$ cat src/hdl/mic_e_pkg.sv
// Shared types, constants and status codes of the Mic-E position decoder.
package mic_e_pkg;

    localparam int DEST_CHARS_W   = 48;
    localparam int DEST_LENGTH_W  = 6;
    localparam int INFO_BYTES_W   = 64;
    localparam int INFO_LENGTH_W  = 8;
    localparam int S_TDATA_W      = 128;

    localparam int STATUS_W       = 3;
    localparam int LATITUDE_W     = 21;
    localparam int LONGITUDE_W    = 22;
    localparam int SYMBOL_W       = 8;
    localparam int AMBIGUITY_W    = 3;
    localparam int M_TDATA_W      = 72;

    localparam int NUM_DEST_CHARS = 6;
    localparam int NUM_INFO_BYTES = 8;
    localparam int INFO_MIN_LEN   = 8;

    // Scaling into hundredths of an arc minute.
    localparam int DEG_SCALE      = 6000;
    localparam int MIN_SCALE      = 100;
    localparam int HALF_DEGREE    = 3000;
    localparam int HALF_MINUTE    = 50;

    // Longitude byte coding.
    localparam int CHAR_OFFSET    = 28;
    localparam int LON_DEG_OFFSET = 100;
    localparam int LON_WRAP_A_LO  = 180;
    localparam int LON_WRAP_A_HI  = 189;
    localparam int LON_WRAP_A_SUB = 80;
    localparam int LON_WRAP_B_LO  = 190;
    localparam int LON_WRAP_B_HI  = 199;
    localparam int MIN_WRAP       = 60;

    // Destination character thresholds.
    localparam logic [7:0] CH_SOUTH_MAX = 8'h4c;
    localparam logic [7:0] CH_NORTH_MIN = 8'h50;

    // Ambiguity levels.
    localparam logic [2:0] AMB_NONE       = 3'd0;
    localparam logic [2:0] AMB_HUNDREDTHS = 3'd1;
    localparam logic [2:0] AMB_TENTHS     = 3'd2;
    localparam logic [2:0] AMB_MINUTES    = 3'd3;
    localparam logic [2:0] AMB_TEN_MIN    = 3'd4;

    // Digit value that marks an ambiguity character.
    localparam logic [3:0] DIGIT_MARKER = 4'd10;

    typedef enum logic [2:0] {
        ST_OK            = 3'd0,
        ST_SHORT_INFO    = 3'd1,
        ST_BAD_DEST_LEN  = 3'd2,
        ST_BAD_DEST_CHAR = 3'd3,
        ST_BAD_INFO      = 3'd4
    } status_t;

    typedef struct packed {
        logic                            chars_ok;
        logic                            lead_marker;
        logic [AMBIGUITY_W-1:0]          amb;
        logic [NUM_DEST_CHARS-1:0][3:0]  digit;
        logic                            south;
        logic                            lon_offset;
        logic                            west;
    } dest_info_t;

endpackage

$ cat src/hdl/mic_e_dest.sv
// Destination call classifier: character checks, digits and ambiguity level.
module mic_e_dest (
    input  logic [mic_e_pkg::DEST_CHARS_W-1:0] dest_chars,
    output mic_e_pkg::dest_info_t              dinfo
);
    import mic_e_pkg::*;

    function automatic logic char_ok(input logic [7:0] c, input logic lead);
        logic digit_ok;
        logic letter_ok;
        digit_ok  = (c >= 8'h30) && (c <= 8'h39);
        letter_ok = lead ? ((c >= 8'h41) && (c <= 8'h4c)) : (c == 8'h4c);
        return digit_ok || letter_ok || ((c >= 8'h50) && (c <= 8'h5a));
    endfunction

    function automatic logic [3:0] char_digit(input logic [7:0] c);
        logic [7:0] d;
        d = {4'd0, DIGIT_MARKER};
        if ((c >= 8'h41) && (c <= 8'h4a)) d = c - 8'h41;
        else if ((c >= 8'h50) && (c <= 8'h59)) d = c - 8'h50;
        else if ((c >= 8'h30) && (c <= 8'h39)) d = c - 8'h30;
        return d[3:0];
    endfunction

    logic [NUM_DEST_CHARS-1:0][7:0] ch;
    logic [NUM_DEST_CHARS-1:0][3:0] raw_digit;
    logic [NUM_DEST_CHARS-1:0]      ok;
    logic [NUM_DEST_CHARS-1:0]      marker;

    always_comb
    begin
        for (int i = 0; i < NUM_DEST_CHARS; i++)
        begin
            ch[i]        = dest_chars[8*(NUM_DEST_CHARS-1-i) +: 8];
            ok[i]        = char_ok(ch[i], i < 3);
            raw_digit[i] = char_digit(ch[i]);
            marker[i]    = (raw_digit[i] == DIGIT_MARKER);
        end
    end

    always_comb
    begin
        dinfo.chars_ok    = &ok;
        dinfo.lead_marker = marker[0] | marker[1];

        // The leftmost marker among characters three to six sets the level.
        if (marker[2])      dinfo.amb = AMB_TEN_MIN;
        else if (marker[3]) dinfo.amb = AMB_MINUTES;
        else if (marker[4]) dinfo.amb = AMB_TENTHS;
        else if (marker[5]) dinfo.amb = AMB_HUNDREDTHS;
        else                dinfo.amb = AMB_NONE;

        dinfo.digit[0] = raw_digit[0];
        dinfo.digit[1] = raw_digit[1];
        dinfo.digit[2] = marker[2] ? 4'd3 : raw_digit[2];
        dinfo.digit[3] = marker[3] ? 4'd5 : raw_digit[3];
        dinfo.digit[4] = marker[4] ? 4'd5 : raw_digit[4];
        dinfo.digit[5] = marker[5] ? 4'd5 : raw_digit[5];

        dinfo.south      = (ch[3] <= CH_SOUTH_MAX);
        dinfo.lon_offset = (ch[4] >= CH_NORTH_MIN);
        dinfo.west       = (ch[5] >= CH_NORTH_MIN);
    end

endmodule

$ cat src/hdl/mic_e_coord.sv
// Latitude and longitude arithmetic in hundredths of an arc minute.
module mic_e_coord (
    input  mic_e_pkg::dest_info_t                  dinfo,
    input  logic [7:0]                             lon_deg_byte,
    input  logic [7:0]                             lon_min_byte,
    input  logic [7:0]                             lon_frag_byte,
    output logic signed [mic_e_pkg::LATITUDE_W-1:0]  latitude,
    output logic signed [mic_e_pkg::LONGITUDE_W-1:0] longitude
);
    import mic_e_pkg::*;

    // Clears the units digit of a value below one hundred.
    function automatic logic [6:0] floor10(input logic [6:0] v);
        logic [6:0] r;
        r = 7'd0;
        for (int k = 1; k < 10; k++)
        begin
            if (v >= 7'(k * 10)) r = 7'(k * 10);
        end
        return r;
    endfunction

    logic [6:0]              lat_deg;
    logic [6:0]              lat_min;
    logic [6:0]              lat_frag;
    logic [LATITUDE_W-2:0]   lat_mag;
    logic [7:0]              lon_deg_base;
    logic [7:0]              lon_deg_raw;
    logic [7:0]              lon_deg;
    logic [7:0]              lon_min_raw;
    logic [6:0]              lon_min;
    logic [6:0]              lon_frag;
    logic [LONGITUDE_W-2:0]  lon_deg_part;
    logic [12:0]             lon_min_part;
    logic [6:0]              lon_frag_part;
    logic [LONGITUDE_W-2:0]  lon_mag;

    always_comb
    begin
        lat_deg  = 7'(dinfo.digit[0]) * 7'd10 + 7'(dinfo.digit[1]);
        lat_min  = 7'(dinfo.digit[2]) * 7'd10 + 7'(dinfo.digit[3]);
        lat_frag = 7'(dinfo.digit[4]) * 7'd10 + 7'(dinfo.digit[5]);
        lat_mag  = 20'(lat_deg) * 20'(DEG_SCALE) + 20'(lat_min) * 20'(MIN_SCALE)
                 + 20'(lat_frag);
        latitude = dinfo.south ? -$signed({1'b0, lat_mag}) : $signed({1'b0, lat_mag});
    end

    always_comb
    begin
        lon_deg_base = lon_deg_byte - 8'(CHAR_OFFSET);
        lon_deg_raw  = dinfo.lon_offset ? lon_deg_base + 8'(LON_DEG_OFFSET) : lon_deg_base;
        if ((lon_deg_raw >= 8'(LON_WRAP_A_LO)) && (lon_deg_raw <= 8'(LON_WRAP_A_HI)))
            lon_deg = lon_deg_raw - 8'(LON_WRAP_A_SUB);
        else if ((lon_deg_raw >= 8'(LON_WRAP_B_LO)) && (lon_deg_raw <= 8'(LON_WRAP_B_HI)))
            lon_deg = lon_deg_raw - 8'(LON_WRAP_B_LO);
        else
            lon_deg = lon_deg_raw;

        lon_min_raw = lon_min_byte - 8'(CHAR_OFFSET);
        lon_min     = (lon_min_raw >= 8'(MIN_WRAP)) ? 7'(lon_min_raw - 8'(MIN_WRAP))
                                                    : 7'(lon_min_raw);
        lon_frag    = 7'(lon_frag_byte - 8'(CHAR_OFFSET));

        lon_deg_part = 21'(lon_deg) * 21'(DEG_SCALE);

        case (dinfo.amb)
            AMB_NONE:
            begin
                lon_min_part  = 13'(lon_min) * 13'(MIN_SCALE);
                lon_frag_part = lon_frag;
            end
            AMB_HUNDREDTHS:
            begin
                lon_min_part  = 13'(lon_min) * 13'(MIN_SCALE);
                lon_frag_part = floor10(lon_frag) + 7'd5;
            end
            AMB_TENTHS:
            begin
                lon_min_part  = 13'(lon_min) * 13'(MIN_SCALE);
                lon_frag_part = 7'(HALF_MINUTE);
            end
            AMB_MINUTES:
            begin
                lon_min_part  = 13'(floor10(lon_min) + 7'd5) * 13'(MIN_SCALE);
                lon_frag_part = 7'd0;
            end
            default:
            begin
                lon_min_part  = 13'(HALF_DEGREE);
                lon_frag_part = 7'd0;
            end
        endcase

        lon_mag   = lon_deg_part + 21'(lon_min_part) + 21'(lon_frag_part);
        longitude = dinfo.west ? -$signed({1'b0, lon_mag}) : $signed({1'b0, lon_mag});
    end

endmodule

$ cat src/hdl/mic_e_position_decoder.sv
// Mic-E position decoder top level: input register, decode logic, result register.
// An input item is captured in the input register, decoded, and its result is loaded
// into the result register once that stage is empty or being drained.
// Throughput: one item per cycle unless the output stalls; the two-entry pipeline of
// input and result registers takes an item while a finished result waits downstream.
// Reset: rst_n asynchronously clears both valid flags; payload registers are not reset.
module mic_e_position_decoder (
    input  logic                            clk,
    input  logic                            rst_n,

    input  logic                            s_tvalid,
    output logic                            s_tready,
    // Fields from bit 0 up: dest_chars[47:0], dest_length[53:48],
    // info_bytes[117:54], info_length[125:118], zero fill[127:126].
    input  logic [mic_e_pkg::S_TDATA_W-1:0] s_tdata,

    output logic                            m_tvalid,
    input  logic                            m_tready,
    // Fields from bit 0 up: status[2:0], latitude[23:3], longitude[45:24],
    // symbol_code[53:46], symbol_table[61:54], ambiguity[64:62], zero fill[71:65].
    output logic [mic_e_pkg::M_TDATA_W-1:0] m_tdata
);
    import mic_e_pkg::*;

    // Checks the character class of the information bytes; byte 4 is not checked.
    function automatic logic info_ok(input logic [INFO_BYTES_W-1:0] info);
        logic [7:0] b0, b1, b2, b3, b5, b6, b7;
        logic       ok6, ok7;
        b0  = info[63:56];
        b1  = info[55:48];
        b2  = info[47:40];
        b3  = info[39:32];
        b5  = info[23:16];
        b6  = info[15:8];
        b7  = info[7:0];
        ok6 = ((b6 >= 8'h21) && (b6 <= 8'h7b)) || (b6 == 8'h7d);
        ok7 = (b7 == 8'h2f) || (b7 == 8'h5c) || ((b7 >= 8'h41) && (b7 <= 8'h5a))
            || ((b7 >= 8'h30) && (b7 <= 8'h39));
        return (b0 >= 8'h26) && (b0 <= 8'h7f) && (b1 >= 8'h26) && (b1 <= 8'h61)
            && (b2 >= 8'h1c) && (b2 <= 8'h7f) && (b3 >= 8'h1c) && (b3 <= 8'h7f)
            && (b5 >= 8'h1c) && (b5 <= 8'h7f) && ok6 && ok7;
    endfunction

    // Input register: one captured item and its valid flag.
    logic                      in_valid_reg;
    logic                      in_valid_next;
    logic [DEST_CHARS_W-1:0]   dest_chars_reg;
    logic [DEST_LENGTH_W-1:0]  dest_length_reg;
    logic [INFO_BYTES_W-1:0]   info_bytes_reg;
    logic [INFO_LENGTH_W-1:0]  info_length_reg;

    // Result register.
    logic                      out_valid_reg;
    logic                      out_valid_next;
    logic [M_TDATA_W-1:0]      result_reg;
    logic [M_TDATA_W-1:0]      result_next;

    logic                      out_adv;
    logic                      in_load;

    dest_info_t                      dinfo;
    logic signed [LATITUDE_W-1:0]    lat_val;
    logic signed [LONGITUDE_W-1:0]   lon_val;
    status_t                         status;

    // The result stage can take a new item when it is empty or being drained,
    // and the input stage can take one when it is empty or moving forward.
    assign out_adv  = !out_valid_reg || m_tready;
    assign s_tready = !in_valid_reg || out_adv;
    assign in_load  = s_tvalid && s_tready;

    assign in_valid_next  = s_tready ? s_tvalid : in_valid_reg;
    assign out_valid_next = out_adv ? in_valid_reg : out_valid_reg;

    always_ff @(posedge clk or negedge rst_n)
    begin
        if (!rst_n)
        begin
            in_valid_reg  <= 1'b0;
            out_valid_reg <= 1'b0;
        end
        else
        begin
            in_valid_reg  <= in_valid_next;
            out_valid_reg <= out_valid_next;
        end
    end

    always_ff @(posedge clk)
    begin
        if (in_load)
        begin
            dest_chars_reg  <= s_tdata[47:0];
            dest_length_reg <= s_tdata[53:48];
            info_bytes_reg  <= s_tdata[117:54];
            info_length_reg <= s_tdata[125:118];
        end
        if (out_adv && in_valid_reg)
        begin
            result_reg <= result_next;
        end
    end

    // Destination call analysis: classes, digits, ambiguity and hemispheres.
    mic_e_dest u_dest (
        .dest_chars (dest_chars_reg),
        .dinfo      (dinfo)
    );

    // Coordinates from the digits and the first three information bytes.
    mic_e_coord u_coord (
        .dinfo         (dinfo),
        .lon_deg_byte  (info_bytes_reg[63:56]),
        .lon_min_byte  (info_bytes_reg[55:48]),
        .lon_frag_byte (info_bytes_reg[47:40]),
        .latitude      (lat_val),
        .longitude     (lon_val)
    );

    // Checks are ranked: info length, destination length, destination characters,
    // then information bytes together with a marker in the degree digits.
    always_comb
    begin
        if (info_length_reg < INFO_LENGTH_W'(INFO_MIN_LEN))
            status = ST_SHORT_INFO;
        else if (dest_length_reg != DEST_LENGTH_W'(NUM_DEST_CHARS))
            status = ST_BAD_DEST_LEN;
        else if (!dinfo.chars_ok)
            status = ST_BAD_DEST_CHAR;
        else if (!info_ok(info_bytes_reg) || dinfo.lead_marker)
            status = ST_BAD_INFO;
        else
            status = ST_OK;

        // Any failed check leaves every other result field at zero.
        if (status == ST_OK)
            result_next = {7'd0, dinfo.amb, info_bytes_reg[7:0], info_bytes_reg[15:8],
                           lon_val, lat_val, status};
        else
            result_next = {(M_TDATA_W-STATUS_W)'(0), status};
    end

    assign m_tvalid = out_valid_reg;
    assign m_tdata  = result_reg;

    // A failed item carries no position, symbol or ambiguity.
    a_error_clears_fields: assert property (@(posedge clk) disable iff (!rst_n)
        (m_tvalid && (m_tdata[2:0] != ST_OK)) |-> (m_tdata[M_TDATA_W-1:STATUS_W] == '0))
        else $error("error result carries nonzero fields");

    // Status and ambiguity stay within their defined codes.
    a_codes_in_range: assert property (@(posedge clk) disable iff (!rst_n)
        m_tvalid |-> ((m_tdata[2:0] <= ST_BAD_INFO) && (m_tdata[64:62] <= AMB_TEN_MIN)))
        else $error("status or ambiguity out of range");

    // An item in the input stage that moves forward shows up as a result.
    a_stage_advance: assert property (@(posedge clk) disable iff (!rst_n)
        (in_valid_reg && out_adv) |=> m_tvalid)
        else $error("item lost between stages");

    // Input is refused only when both stages hold items and the output stalls.
    a_ready_only_when_full: assert property (@(posedge clk) disable iff (!rst_n)
        !s_tready |-> (in_valid_reg && out_valid_reg && !m_tready))
        else $error("input refused while pipeline has room");

endmodule

$ cat config.mk
export PLATFORM = sky130hd
export DESIGN_NAME = mic_e_position_decoder
export DESIGN_NICKNAME = d
export VERILOG_FILES = /design/src/hdl/mic_e_pkg.sv /design/src/hdl/mic_e_dest.sv /design/src/hdl/mic_e_coord.sv /design/src/hdl/mic_e_position_decoder.sv
export SDC_FILE = /design/constraint.sdc
export NUM_CORES = 1
export LEC_CHECK = 0
export ABC_AREA = 1
export BUFFER_PORTS_ARGS = -buffer_cell sky130_fd_sc_hd__buf_4
export CORE_MARGIN = 1
export CORE_UTILIZATION = 46
export DETAILED_ROUTE_END_ITERATION = 7
export PLACE_DENSITY_LB_ADDON = 0.08
export SYNTH_ARGS = -nofsm -noshare
export SYNTH_HDL_FRONTEND = slang
export SYNTH_HIERARCHICAL = 1
export SYNTH_SLANG_ARGS = --single-unit
$ cat constraint.sdc
create_clock -name clk -period 25.2 [get_ports clk]
set_input_delay 3.78 -clock clk [delete_from_list [all_inputs] [get_ports clk]]
set_output_delay 3.78 -clock clk [all_outputs]
set_load 0.02 [all_outputs]
==> run metrics, run 1 <==
max FFs per register=65; outcome=completed; starting density of the core=47.1%; die area=0.0407 sq mm; end of the worst hold path=m_tvalid; Tcrit/Tclk final=35.8%; CTS root buf=clkbuf_16; worst skew pair latency=0.47 ns; final instance area=0.0209 sq mm; vias in the first global route=13800; GPL Wtd Cong=0.865; synth cell count leaders=inv_1, nand2_1, ha_1, nor2_1, edfxtp_1; Synth Instances=2270; largest net degree at the start of global routing=82; total grt overflow=0; synth warn=6; top-area cell type share of the netlist area=28.8%; endpoint class of the critical path=flop; Critical Setup Path Class=flop to flop; Finish-stage setup viols=0; CP max stage cell=edfxtp_1; Nets=2902; crit-path max cell delay=0.54 ns; worst slew pin tran=1.09 ns; drt via density=4.82; number of port buffers=181; Worst Hold Depth=2; register bit total from synthesis=178; first-pass GRT wire length=63900 um; Setup TNS Final=0 ns; 1st-iter DRT viols=737; final hold viol count=0; EDFF count, synth=176; antenna viol nets, final=0; Yosys top cell by area=edfxtp_1; Final WS setup=16.18 ns; Async S/R FF share, synth=1.12%; layout cells sized above 1=15.1%; Min Clock Period, post-route=9.02 ns; Max Freq=111 MHz; top-count cell post-synth=inv_1; clock buffer depth=2; dpl cell area=0.0203 sq mm; row count=72; GRT Util Overall=19.2%; fin. max-slew vios=0; Levels on crit path=55; slew margin rel.=27.0%; core footprint=0.0390 sq mm; router iterations before antenna repair=7; CP Data Required Time=25.39 ns; Post-CTS Setup Bufs=0; CTS tree=done; Synth Flop Type=edfxtp_1; HP Class=flop to flop; CTS buffer count=17; R2R Setup Slk=16.18 ns; R2R Path Start=info_bytes_reg[50]; Total Wirelength=38300 um; crit-path max FO=9; CP arrival=9.20 ns; RSZ-0062 raised after global routing=no; initial antenna violation count=1; area growth from synthesis to layout=13.5%; R2R Path End=m_tdata[42]; register area share after synthesis=29.0%; dpl hpwl=31700 um; Clock Sinks=178; Netlist Area Pre-Place=0.0184 sq mm; clock slew at reported path FFs=0.07 ns; ranking of synthesized cells by area=edfxtp_1, ha_1, inv_1; startpoint types=flop; WL/cell=12.8 um; DRC=0; CTS Hold Bufs=0; max cap viols=0; Post-Route Skew=0.0178 ns; worst r2r path cells=55; Worst Path Buf+Inv=12; final hold slack=0.527 ns; Die Height=202 um; post-cts sizing count=0; CP delay by family, top=simple AND/OR/NAND/NOR gates; Syn Area/Cell=8.09 sq um; die span in x=202 um; Min-Delay Startpoint=in_valid_reg; crit-path most repeated cell=inv_1; Cell variety after synth=61; Placement Setup Slack=16.22 ns; number of H-tree levels=4; detailed-route via count=14400; IO Pins=206
[per-layer routing]
metal	part of all wire, %	routed length, um	global-route usage (%)
met2	42	16000	29.4
met3	6.5	2500	5.48
met5	0	0	0
met4	1.2	465	4.63
met1	50	19300	26.7
[layout make-up]
type	count	area, sq um
Tap cell	518	648
Inverter	472	1770
Clock inverter	13	138
Clock buffer	19	433
Multi-Input combinational cell	1608	11100
Timing Repair Buffer	186	1400
Sequential cell	178	5340
Antenna cell	1	2.50
Fill cell	3709	18100
[cells in the final DEF, fill, tap and decap left out, types with 4 or more instances in the layout]
cell,count
ha_1,241
a21o_1,4
a31oi_1,5
nand3_1,126
o21bai_1,5
xor2_2,4
o21ai_1,16
xnor2_2,4
edfxtp_1,176
nand4_1,33
nor3_1,13
o22ai_1,5
fa_1,66
o21a_1,4
or2_2,5
inv_6,5
buf_4,186
nor2_1,207
xor2_1,83
o311ai_0,4
nor2_4,7
nand2_2,32
nand3_2,7
o21ai_2,9
conb_1,10
inv_1,442
nor2_2,39
a21oi_1,95
a21oi_2,4
nand2_1,435
o211ai_1,7
clkbuf_16,17
o21ai_0,63
nor3_2,6
xnor2_1,36
inv_2,26
[kinds of logic after synthesis]
logic type	count (synthesis)	share of synthesized area (%)
adders and majority gates	307	23.6
and+or+nand+nor	926	22.7
AOI/OAI and AO/OA	238	7.61
buffers and inverters	492	10.6
xor gates and xnor gates	127	6.38
other	2	0.0409
DFF	178	29.0
[per-stage QoR]
| stage | std cells | utilization [%] |
|---|---|---|
| 2_1_floorplan | 2278 | - |
| 3_3_place_gp | 2962 | 52.0 |
| 3_5_place_dp | 2962 | 52.0 |
| 4_1_cts | 2994 | 53.5 |
| 5_1_grt | 2994 | 53.5 |
| 6_report | 2995 | 53.5 |
[worst min-delay path, delay by kind of cell, from the launching register on]
kind	cells	cell delay (ns)
and+or+nand+nor	1	0.07
DFF	1	0.34
buffers and inverters	1	0.08
[worst max path at each step]
stage                                  start           to
after floorplan           dest_chars_reg[40]  m_tdata[23]
after global placement    info_bytes_reg[50]  m_tdata[42]
after detailed placement  info_bytes_reg[50]  m_tdata[42]
after CTS                 info_bytes_reg[50]  m_tdata[42]
after global routing      info_bytes_reg[50]  m_tdata[43]
final                     info_bytes_reg[50]  m_tdata[42]
Power of run 1 is left out: the tool's default activity adds up to more than one toggle a clock period on the data nets, which glitch-free logic cannot reach.
==> run 2, diff against run 1 <==
- ABC_AREA: 1 -> 0
- clock period: 25.2 -> 9.32 ns (I/O delays scaled with it)
==> run metrics, run 2 <==
register area share after synthesis=30.1% (+1.1 points); top-area cell type share of the netlist area=29.8% (+1.0 points); grt met1 use=27.5% (+0.76 points); Die Height=198 um (-1.8%); total grt overflow=0 (unchanged); Clock Sinks=178 (unchanged); CP delay by family, top=adder cells; EDFF count, synth=176 (unchanged); die area=0.0393 sq mm (-3.5%); WL/cell=15.4 um (+20%); CTS buffer count=17 (unchanged); Critical Setup Path Class=flop to flop; crit-path most repeated cell=fa_1; dpl hpwl=30700 um (-3.2%); ranking of synthesized cells by area=edfxtp_1, ha_1, fa_1; largest net degree at the start of global routing=72 (-12%); 1st-iter DRT viols=584 (-21%); starting density of the core=47.0% (-0.15 points); Async S/R FF share, synth=1.12% (unchanged); DRC=0 (unchanged); final hold viol count=0 (unchanged); CTS root buf=clkbuf_16; DP Cell Count=2474 (-16%); Tcrit/Tclk final=97.0% (+61 points); CP Data Required Time=9.52 ns (-15.87 ns); top-count cell post-synth=ha_1; core footprint=0.0378 sq mm (-3.2%); CP max stage cell=fa_1; Min Clock Period, post-route=9.04 ns (+0.0213 ns); GPL Wtd Cong=0.876 (+1.2%); antenna viol nets, final=0 (unchanged); startpoint types=flop; fin. max-slew vios=0 (unchanged); clock buffer depth=2 (unchanged); initial antenna violation count=0 (-1); max cap viols=0 (unchanged); R2R Path Start=dest_chars_reg[44]; worst skew pair latency=0.46 ns (about the same); layout cells sized above 1=18.6% (+3.5 points); Max Freq=111 MHz (-0.24%); Synth Instances=1783 (-21%); met3 GRT Util=5.04% (-0.44 points); router iterations before antenna repair=4 (-3); worst r2r path cells=35 (-36%); number of port buffers=181 (unchanged); FILL cells=3374 (-9.0%); RSZ-0062 raised after global routing=yes; Post-Route Skew=0.0135 ns (-0.00424 ns); detailed-route via count=13400 (-7.2%); slew margin rel.=22.3% (-4.8 points); CP arrival=9.24 ns (+0.04 ns); Yosys top cell by area=edfxtp_1; crit-path max FO=5 (-4); endpoint class of the critical path=flop; end of the worst hold path=m_tvalid; Min-Delay Startpoint=in_valid_reg; most frequent cells in the layout=buf_4, ha_1, inv_1; crit-path max cell delay=0.60 ns (+0.06 ns); R2R Path End=m_tdata[22]; max FFs per register=65 (unchanged); number of H-tree levels=4 (unchanged); Worst Path Buf+Inv=3 (-9); GR Util met2=31.7% (+2.3 points); non-filler instance count after layout=2527 (-16%); Total Wirelength=38800 um (+1.5%); CTS tree=done; GRT Util Overall=20.1% (+0.92 points); area growth from synthesis to layout=17.2%; first-pass GRT wire length=63300 um (-0.91%); peak-usage layer in the global routing report=met2; synth warn=6 (unchanged); Setup TNS Final=0 ns (unchanged); Netlist Area Pre-Place=0.0177 sq mm (-3.5%); vias in the first global route=13000 (-5.3%); final hold slack=0.483 ns (-0.0436 ns); Syn Area/Cell=9.94 sq um (+23%); Finish-stage setup viols=0 (unchanged); die span in x=198 um (-1.8%); R2R Setup Slk=0.28 ns (-15.90 ns); worst slew pin tran=1.16 ns (+0.0610 ns); commonest non-fill, non-tap cell in the layout=buf_4; Nets=2440 (-16%); synth cell count leaders=ha_1, inv_1, edfxtp_1, xnor2_1, nand2_1; clock slew at reported path FFs=0.07 ns (about the same); outcome=completed; Synth Flop Type=edfxtp_1; row count=71 (-1.4%); register bit total from synthesis=178 (unchanged); HP Class=flop to flop; Cell variety after synth=109 (+79%); Worst Hold Depth=1 (-1); IO Pins=206 (unchanged); drt via density=5.30 (+10%)
[run 2: changes by cell type after synthesis, sizes merged, moves of 26 or more]
| cell | before | now |
|---|---|---|
| clkbuf | 3 | 36 |
| xor2 | 87 | 47 |
| and3 | 1 | 68 |
| nand2 | 470 | 90 |
| inv | 469 | 202 |
| xnor2 | 40 | 122 |
| a21o | 4 | 30 |
| nand2b | 0 | 30 |
| nor2 | 253 | 82 |
| nand4 | 35 | 4 |
| nand3 | 136 | 27 |
[run 2: logic make-up (layout without fill, tap and decap cells)]
| logic type | count (synthesis) | in the layout | share of synthesized area (%) |
|---|---|---|---|
| adders and majority gates | 308 | 308 | 24.5 |
| AOI/OAI and AO/OA | 409 | 409 | 16.3 |
| xor gates and xnor gates | 169 | 169 | 8.46 |
| DFF | 178 | 178 | 30.1 |
| muxes | 15 | 15 | 0.953 |
| buffers and inverters | 257 | 480 | 5.96 |
| other | 2 | 12 | 0.0424 |
| and+or+nand+nor | 445 | 445 | 13.7 |
[run 2: worst max-delay path by stage]
stage,from,to,cells after the start
2_1_floorplan,info_bytes_reg[51],m_tdata[44],41
3_3_place_gp,dest_chars_reg[41],m_tdata[22],37
3_5_place_dp,dest_chars_reg[41],m_tdata[22],37
4_1_cts,dest_chars_reg[40],m_tdata[22],37
5_1_grt,dest_chars_reg[44],m_tdata[22],35
6_report,dest_chars_reg[44],m_tdata[22],35
[run 2: layer usage]
layer | vias to the layer above | share of wire [%]
li1 | 6854 | -
met1 | 6226 | 49
met2 | 293 | 44
met3 | 29 | 6.1
met4 | 0 | 1.2
met5 | - | 0
[run 2: worst reg2reg max path: cells and delay by family (launching register included)]
family | cells | cell delay [ns]
AO/OA/AOI/OAI | 8 | 1.75
XOR/XNOR | 4 | 0.62
buffers and inverters | 3 | 0.16
adder cells (fa/ha/maj) | 10 | 3.94
AND/OR/NAND/NOR | 10 | 1.91
flip-flops | 1 | 0.42
[run 2: repair_timing]
item                       CTS  global route
buffers inserted             0            19
setup endpoints to repair    1            15
resized for setup            1            51
gates cloned                 0             0
hold buffers                 0             0
pin swaps                    0            26
[run 2: cell type report]
| type | count | area, sq um | share of cell area [%] |
|---|---|---|---|
| Multi-Input combinational cell | 1356 | 11600 | 55.9 |
| Inverter | 202 | 758 | 3.65 |
| Clock inverter | 14 | 146 | 0.704 |
| Timing Repair Buffer | 246 | 1850 | 8.89 |
| Tap cell | 511 | 639 | 3.08 |
| Clock buffer | 18 | 429 | 2.06 |
| Sequential cell | 178 | 5340 | 25.7 |
| Antenna cell | 2 | 5.00 | 0.0241 |
[run 2: metrics by stage]
stage               worst slack (ns)  cell area, sq um  util [%]
finish                         0.281             20800      55.0
CTS                           0.0484             20400      54.0
global placement               0.128             19800      52.5
floorplan                      0.417             17800         -
global route                 -0.0910             20800      55.0
detailed placement           -0.0153             19800      52.5
Power of run 2 is left out for the same reason.
==> run 3, diff against run 2 <==
- CORE_UTILIZATION: 46 -> 60
- PLACE_DENSITY: not set -> 0.82
- PLACE_DENSITY_LB_ADDON: 0.08 -> not set
==> run metrics, run 3 (synthesis gave the netlist of run 2 again) <==
row count=62 (-13%); Worst Path Buf+Inv=3 (unchanged); die span in x=174 um (-12%); Total Wirelength=42400 um (+9.1%); final hold viol count=0 (unchanged); max FFs per register=65 (unchanged); crit-path most repeated cell=fa_1; vias in the first global route=14300 (+9.6%); CP arrival=9.24 ns (about the same); worst r2r path cells=35 (unchanged); GPL Wtd Cong=0.931 (+6.3%); fin. max-slew vios=0 (unchanged); endpoint class of the critical path=flop; Finish-stage setup viols=0 (unchanged); CP Data Required Time=9.53 ns (about the same); Max Freq=111 MHz (+0.14%); startpoint types=flop; CP delay by family, top=adder cells; crit-path max FO=7 (+2); starting density of the core=61.4% (+14 points); layout cells sized above 1=19.6% (+0.95 points); dpl hpwl=32400 um (+5.8%); core footprint=0.0289 sq mm (-24%); outcome=completed; Levels on crit path=35 (unchanged); Worst Hold Depth=1 (unchanged); GRT Util Overall=27.8% (+7.6 points); Die Height=174 um (-12%); largest net degree at the start of global routing=66 (-8.3%); most frequent cells in the layout=buf_4, ha_1, inv_1; number of port buffers=181 (unchanged); CTS buffer count=17 (unchanged); detailed-route via count=14300 (+6.8%); initial antenna violation count=1 (+1); max cap viols=0 (unchanged); CTS tree=done; CP max stage cell=or4b_4; Tcrit/Tclk final=96.8% (-0.14 points); clock buffer depth=2 (unchanged); number of H-tree levels=4 (unchanged); slew margin rel.=29.3% (+7.0 points); WL/cell=17.6 um (+15%); antenna viol nets, final=0 (unchanged); crit-path max cell delay=0.57 ns (-0.03 ns); clock slew at reported path FFs=0.08 ns (about the same); drt via density=5.95 (+12%); total grt overflow=0 (unchanged); CTS Hold Bufs=0 (unchanged); commonest non-fill, non-tap cell in the layout=buf_4; IO Pins=206 (unchanged); area growth from synthesis to layout=17.2% (about the same); DRC=0 (unchanged); die area=0.0302 sq mm (-23%); HP Class=flop to flop; Critical Setup Path Class=flop to flop; first-pass GRT wire length=67500 um (+6.7%); 1st-iter DRT viols=983 (+68%); Nets=2444 (+0.16%); Min Clock Period, post-route=9.03 ns (-0.0127 ns); router iterations before antenna repair=6 (+2); CTS root buf=clkbuf_16; worst slew pin tran=1.05 ns (-0.101 ns); Clock Sinks=178 (unchanged); DP Cell Count=2349 (-5.1%); worst skew pair latency=0.47 ns (about the same); non-filler instance count after layout=2403 (-4.9%); Post-Route Skew=0.0150 ns (+0.00149 ns)
run 3: cell types whose count changed in the layout (fill, tap and decap cells not counted), moves of 3 or more:
cell / before / now
buf_4: 246 / 250
inv_6: 5 / 1
clkinv_8: 1 / 5
clkinvlp_4: 4 / 1
run 3: final cells by class:
type / instances / area, sq um
clock inverter: 15 / 206
clock buffer: 17 / 425
antenna: 1 / 2.50
inverter: 202 / 758
tap: 384 / 480
multi-input combinational: 1356 / 11700
sequential: 178 / 5340
timing repair buffer: 250 / 1880
fill: 2093 / 8080
run 3: worst paths after layout:
kind / from / endpoint / slack, ns
worst min-delay path: in_valid_reg / m_tvalid / 0.53
min in group asynchronous: rst_n / m_tvalid / 0.70
worst max-delay path: dest_chars_reg[45] / m_tdata[22] / 0.29
max in group asynchronous: rst_n / in_valid_reg / 8.54
worst min register to register: in_valid_reg / m_tvalid / 0.53
worst max register to register: dest_chars_reg[45] / m_tdata[22] / 0.29
run 3: routing by layer:
layer / track usage (%) / vias up / share of wire (%)
li1: - / 6874 / -
met1: 34.1 / 6864 / 42
met2: 47.8 / 487 / 49
met3: 5.99 / 83 / 6.5
met4: 10.2 / 0 / 2.7
met5: 0 / - / 0
run 3: worst reg2reg max path, delay by kind of cell (launching register included):
kind,cells,cell delay [ns]
AOI/OAI and AO/OA,8,1.74
xor gates and xnor gates,4,0.63
adders and majority gates,10,3.90
buffers and inverters,3,0.22
DFF,1,0.40
and+or+nand+nor,10,1.89
run 3: through the flow:
| stage | hold slack [ns] | setup WS, ns | utilization (%) | instance area [sq um] | TNS, ns |
|---|---|---|---|---|---|
| floorplan | 0.449 | 0.417 | - | 17800 | 0 |
| global placement | 0.481 | 0.0896 | 68.1 | 19700 | 0 |
| detailed placement | 0.496 | -0.166 | 68.1 | 19700 | -0.280 |
| CTS | 0.545 | 0.00933 | 70.4 | 20300 | 0 |
| global route | 0.561 | -0.143 | 72.0 | 20800 | -0.873 |
| finish | 0.535 | 0.294 | 72.0 | 20800 | 0 |
run 3: repair_timing:
| action | 4_1_cts | 5_1_grt |
|---|---|---|
| resized for setup | 4 | 63 |
| endpoints found under the setup margin | 4 | 15 |
| pin swaps | 1 | 26 |
| buffers inserted | 0 | 21 |
| gates cloned | 0 | 0 |
Power of run 3 is left out for the same reason.
